## src/design/stsrm_pkg.sv

```systemverilog
`default_nettype none

package stsrm_pkg;

  // Item opcodes carried in the slave-side tuser.
  typedef enum logic [1:0] {
    OP_LOAD_X  = 2'd0,
    OP_LOWER   = 2'd1,
    OP_UPPER   = 2'd2,
    OP_END_ROW = 2'd3
  } opcode_t;

  // Configuration register indexes.
  localparam logic [1:0] CFG_ALPHA = 2'd0;
  localparam logic [1:0] CFG_BETA  = 2'd1;
  localparam logic [1:0] CFG_BASE  = 2'd2;

  // What an item does once it has left the accept stage.
  typedef enum logic [1:0] {
    KIND_NONE = 2'd0,
    KIND_ACC  = 2'd1,
    KIND_END  = 2'd2
  } kind_t;

  localparam logic signed [63:0] SUM_MAX = 64'sh7FFF_FFFF_FFFF_FFFF;
  localparam logic signed [63:0] SUM_MIN = 64'sh8000_0000_0000_0000;

  localparam logic signed [65:0] Y_MAX = 66'sh0_7FFF_FFFF;
  localparam logic signed [65:0] Y_MIN = {34'h3_FFFF_FFFF, 32'h8000_0000};

  // Partial products of a closed row, handed to the finishing stages.
  typedef struct packed {
    logic               valid;
    logic signed [63:0] ath;
    logic signed [48:0] atl;
    logic signed [63:0] bterm;
    logic               sum_clamped;
    logic [15:0]        row;
  } fin_req_t;

  // Finished row result.
  typedef struct packed {
    logic               valid;
    logic signed [31:0] y;
    logic [15:0]        row;
    logic               saturated;
  } result_t;

endpackage

`default_nettype wire

```

## src/design/stsrm_finish.sv

```systemverilog
`default_nettype none

module stsrm_finish
  import stsrm_pkg::*;
(
  input  wire logic     clk,
  input  wire logic     rst,
  input  wire logic     en,
  input  wire fin_req_t req,
  output result_t       res
);

  logic               s4_valid;
  logic signed [65:0] s4_sum;
  logic signed [63:0] s4_ath;
  logic               s4_flag;
  logic [15:0]        s4_row;

  logic signed [65:0] low;
  logic signed [65:0] r;

  // First half: the low partial product and the beta term meet here.
  always_ff @(posedge clk) begin
    if (rst) begin
      s4_valid <= 1'b0;
    end else if (en) begin
      s4_valid <= req.valid;
    end
    if (en) begin
      s4_sum  <= {{17{req.atl[48]}}, req.atl} + {{2{req.bterm[63]}}, req.bterm};
      s4_ath  <= req.ath;
      s4_flag <= req.sum_clamped;
      s4_row  <= req.row;
    end
  end

  // Second half: add the high product, then clamp to Q16.16.
  always_comb begin
    low = s4_sum >>> 16;
    r   = {{2{s4_ath[63]}}, s4_ath} + low;
    res.valid     = s4_valid;
    res.row       = s4_row;
    res.saturated = s4_flag;
    if (r > Y_MAX) begin
      res.y         = 32'sh7FFF_FFFF;
      res.saturated = 1'b1;
    end else if (r < Y_MIN) begin
      res.y         = 32'sh8000_0000;
      res.saturated = 1'b1;
    end else begin
      res.y = r[31:0];
    end
  end

endmodule

`default_nettype wire
```

## config.mk

```make
export PLATFORM = sky130hd
export DESIGN_NAME = stsrm_finish
export DESIGN_NICKNAME = d
export VERILOG_FILES = /design/src/design/stsrm_pkg.sv /design/src/design/stsrm_finish.sv
export SDC_FILE = /design/constraint.sdc
export NUM_CORES = 1
export LEC_CHECK = 0
export ABC_AREA = 1
export BUFFER_PORTS_ARGS = -buffer_cell sky130_fd_sc_hd__buf_2
export CORE_MARGIN = 2
export CORE_UTILIZATION = 44
export DETAILED_ROUTE_END_ITERATION = 8
export GPL_TIMING_DRIVEN = 0
export PLACE_DENSITY = 0.74
export SYNTH_ARGS = -nofsm -noshare
export SYNTH_HDL_FRONTEND = slang
export SYNTH_SLANG_ARGS = --single-unit
```

## constraint.sdc

```tcl
create_clock -name clk -period 5.9 [get_ports clk]
set_input_delay 0.295 -clock clk [delete_from_list [all_inputs] [get_ports clk]]
set_output_delay 0.295 -clock clk [all_outputs]
set_load 0.02 [all_outputs]
```

==> results.toml <==
[timing]
finalSetupViolations = 0
fin_skew_ns = 0
holdWs_ns = 0.0341
min_period_over_period_pct = 73.4
slew_headroom_pct = 49.1
grt_setup_unrepaired = "false"
final_max_slew_viol_count = 0
fin_crit_ns = 4.33
finalHoldViolations = 0
tightestPinTransition_ns = 0.756
tns_ns = 0
max_clock_freq_mhz = 231

[critical_path]
crit_family = "simple AND/OR/NAND/NOR gates"
rr_endpoint = "s4_valid"
arrival_ns = 4.03
path_class = "reg2out"
crit_slowest_cell = "ha_1"
timing.rr.start = "s4_valid"
setup.worst_path.end_class = "output pin"
path_max_fanout = 10
cp_num_cells = 19
max_stage_delay_ns = 0.52
worstPathRequired_ns = 5.61
regToRegSetupSlack_ns = 5.31
r2r_cells = 2
timing.critical_path.cells = "ha_1, nand2_2, nor2_1, nand2_1, nor2_1, nand3_1, nand3_1, nand2_1, nand2_1, nand3_1, nor2_1, nand2_1, nor2_1, nand3_2, nand2_4, buf_8, nand2_1, nand2_1, buf_2"
startpoint = "s4_ath[38]"
endpoint = "res[34]"
cpMostUsedCell = "nand2_1"
cp-start-kind = "flop"
crit_buf_inv = 2

[detailed_routing]
drtAntennaViolNets = 0
drc_errors = 0
vias = 15500
via_per_inst = 5.02
wl_per_cell_um = 16.0
drt_first_pass_iters = 6
routed_wl_um = 49600
drtIter0Drc = 1195

[global_route]
grt_pass1_wl_um = 76100
gr-usage-all-layers_pct = 28.0
grt_pass1_vias = 14600
overflow = 0
antenna_found_initial = 0
grt_max_degree = 98

[logic_synthesis]
ys_types = 46
yosysWarnings = 0
netlist_top_cells_area = "edfxtp_1 (26%), nand2_1 (22%), inv_1 (12%)"
syn_inst = 2368
postSynth.asyncResetShare_pct = 0
yosysSeqAreaShare_pct = 26.6
synth.largest_area_cell = "edfxtp_1"
synth_edf_count = 130
avgSynthCellArea_um2 = 6.23
post_synth_instance_area_mm2 = 0.0148
ys_seq_elements = 131
synth_ff_type = "edfxtp_1"
synth_fp_nets = 2694
synth_top_cell_area_share_pct = 26.4

[clock_network]
ctsHoldBuffers = 0
htree_num_levels = 4
root_buffer = "clkbuf_16"
postCtsResizedCells = 0
cts_made_buffers = 17
postCtsSetupRepairBufs = 0
cts.sinks = 131
cts_tree = "done"
path_clk_slew_ns = 0.06
cts_buffer_depth = 2
clk_latency_ns = 0.42

[place]
gp_congestion = 0.957
io_buffers = 247
hpwl_um = 43400
placed_area_mm2 = 0.0166

[floorplanning]
fp-row-count = 67
dieArea_mm2 = 0.0350
ios = 248
start_util_pct = 44.4
die_h_um = 187
die_x_um = 187
core-area_mm2 = 0.0333

[layout]
design_area_mm2 = 0.0172
area_delta_synth_final_pct = 16.3
fin_util_pct = 51.6
drive_above_1_share_pct = 12.4
nets = 2961

[power_and_ir_drop]
power_leakage_uw = 0.00936
ir_drop_uv = 187
power-per-cell-area_mw_per_mm2 = 290
finalPower_uw = 4970

[status]
status = "finished clean"

[min_path]
min_path_type = "in2reg"

[job]
maxCapViolCount = 0
## layout make-up
type	count	area, um^2
diodes	1	2.50
plain buffers	7	82.6
clock buffers	18	429
clock inverters	14	144
fillers	3500	16100
inverters	462	1730
multi-input cells	1768	9020
flip-flops and latches	131	3920
well taps	448	561
repair buffers	248	1270
## power breakdown
group | switching (uW) | total [uW] | leakage, uW | internal, uW
logic | 1850 | 2730 | 0.00781 | 880
clock network | 442 | 1030 | 0.000269 | 593
registers | 47.1 | 1200 | 0.00128 | 1160
## kinds of logic (layout without fill, tap and decap cells)
| family | after synthesis | in the layout | share of synthesized area (%) |
|---|---|---|---|
| simple gates | 1299 | 1299 | 35.6 |
| buf+inv | 469 | 749 | 12.3 |
| compound gates | 263 | 263 | 9.94 |
| flops | 131 | 131 | 26.6 |
| fa+ha+maj | 128 | 128 | 10.9 |
| xor+xnor | 77 | 77 | 4.57 |
| mux | 1 | 1 | 0.0678 |
| other cells | 0 | 1 | 0 |
## stage by stage
step,setup slack (ns),instances
after global placement,2.05,3063
after CTS,1.56,3096
final,1.57,3097
after global routing,1.21,3096
after floorplan,2.91,2368
after detailed placement,2.04,3064
## cells in the final DEF, fill, tap and decap left out, types with 11 or more instances in the layout
master,count
nand2_1,870
inv_1,457
buf_2,246
nor2_1,237
a21oi_1,141
edfxtp_1,130
ha_1,127
nand3_1,107
xor2_1,59
o21ai_0,52
a31oi_1,28
xnor2_1,18
clkbuf_16,17
nor3_1,16
nand2_2,13
nor4_1,12
nor2_2,12
o21a_1,11
nand4_1,11
## flip-flops by register name, summed over array words and instances, names as in the netlist
signal	cells
s4_flag	1
s4_sum	49
s4_ath	64
s4_valid	1
s4_row	16
## Yosys cell counts, types with 2 or more instances
| master | instances |
|---|---|
| buf_8 | 3 |
| nor3_1 | 16 |
| a21boi_0 | 2 |
| nand2_1 | 870 |
| buf_6 | 2 |
| or2_2 | 2 |
| nand3b_1 | 3 |
| a21oi_1 | 141 |
| a21o_1 | 2 |
| o211ai_1 | 10 |
| a211oi_1 | 2 |
| nor2_1 | 237 |
| o21bai_1 | 7 |
| nor3_4 | 2 |
| o21a_1 | 11 |
| nand4_1 | 11 |
| edfxtp_1 | 130 |
| nor2_2 | 12 |
| inv_1 | 457 |
| nor4_1 | 12 |
| nand2_4 | 2 |
| a221oi_1 | 2 |
| and3_1 | 2 |
| o21ai_0 | 52 |
| xnor2_1 | 18 |
| a31oi_1 | 28 |
| nand3_2 | 2 |
| xor2_1 | 59 |
| buf_4 | 2 |
| inv_2 | 5 |
| nand2_2 | 13 |
| nor3_2 | 3 |
| nand3_1 | 107 |
| ha_1 | 127 |
| and2_1 | 3 |
## routing by layer
metal	track usage (%)	vias to the layer above	share of wire (%)
met2	47.1	446	46
li1	-	8015	-
met5	0	-	0
met3	2.93	57	4.9
met1	38.5	7015	47
met4	7.05	0	2.2
## worst min path at each step
stage                 from  slack, ns  depth (start not counted)   endpoint
floorplan              rst       0.37                          1   s4_valid
global placement       rst       0.45                          2   s4_valid
detailed placement     rst       0.47                          2   s4_valid
CTS                    rst       0.02                          2   s4_valid
global route        req[3]       0.02                          1  s4_row[3]
finish                 rst       0.03                          2   s4_valid
No activity file was read; power rests on OpenSTA's default activity.
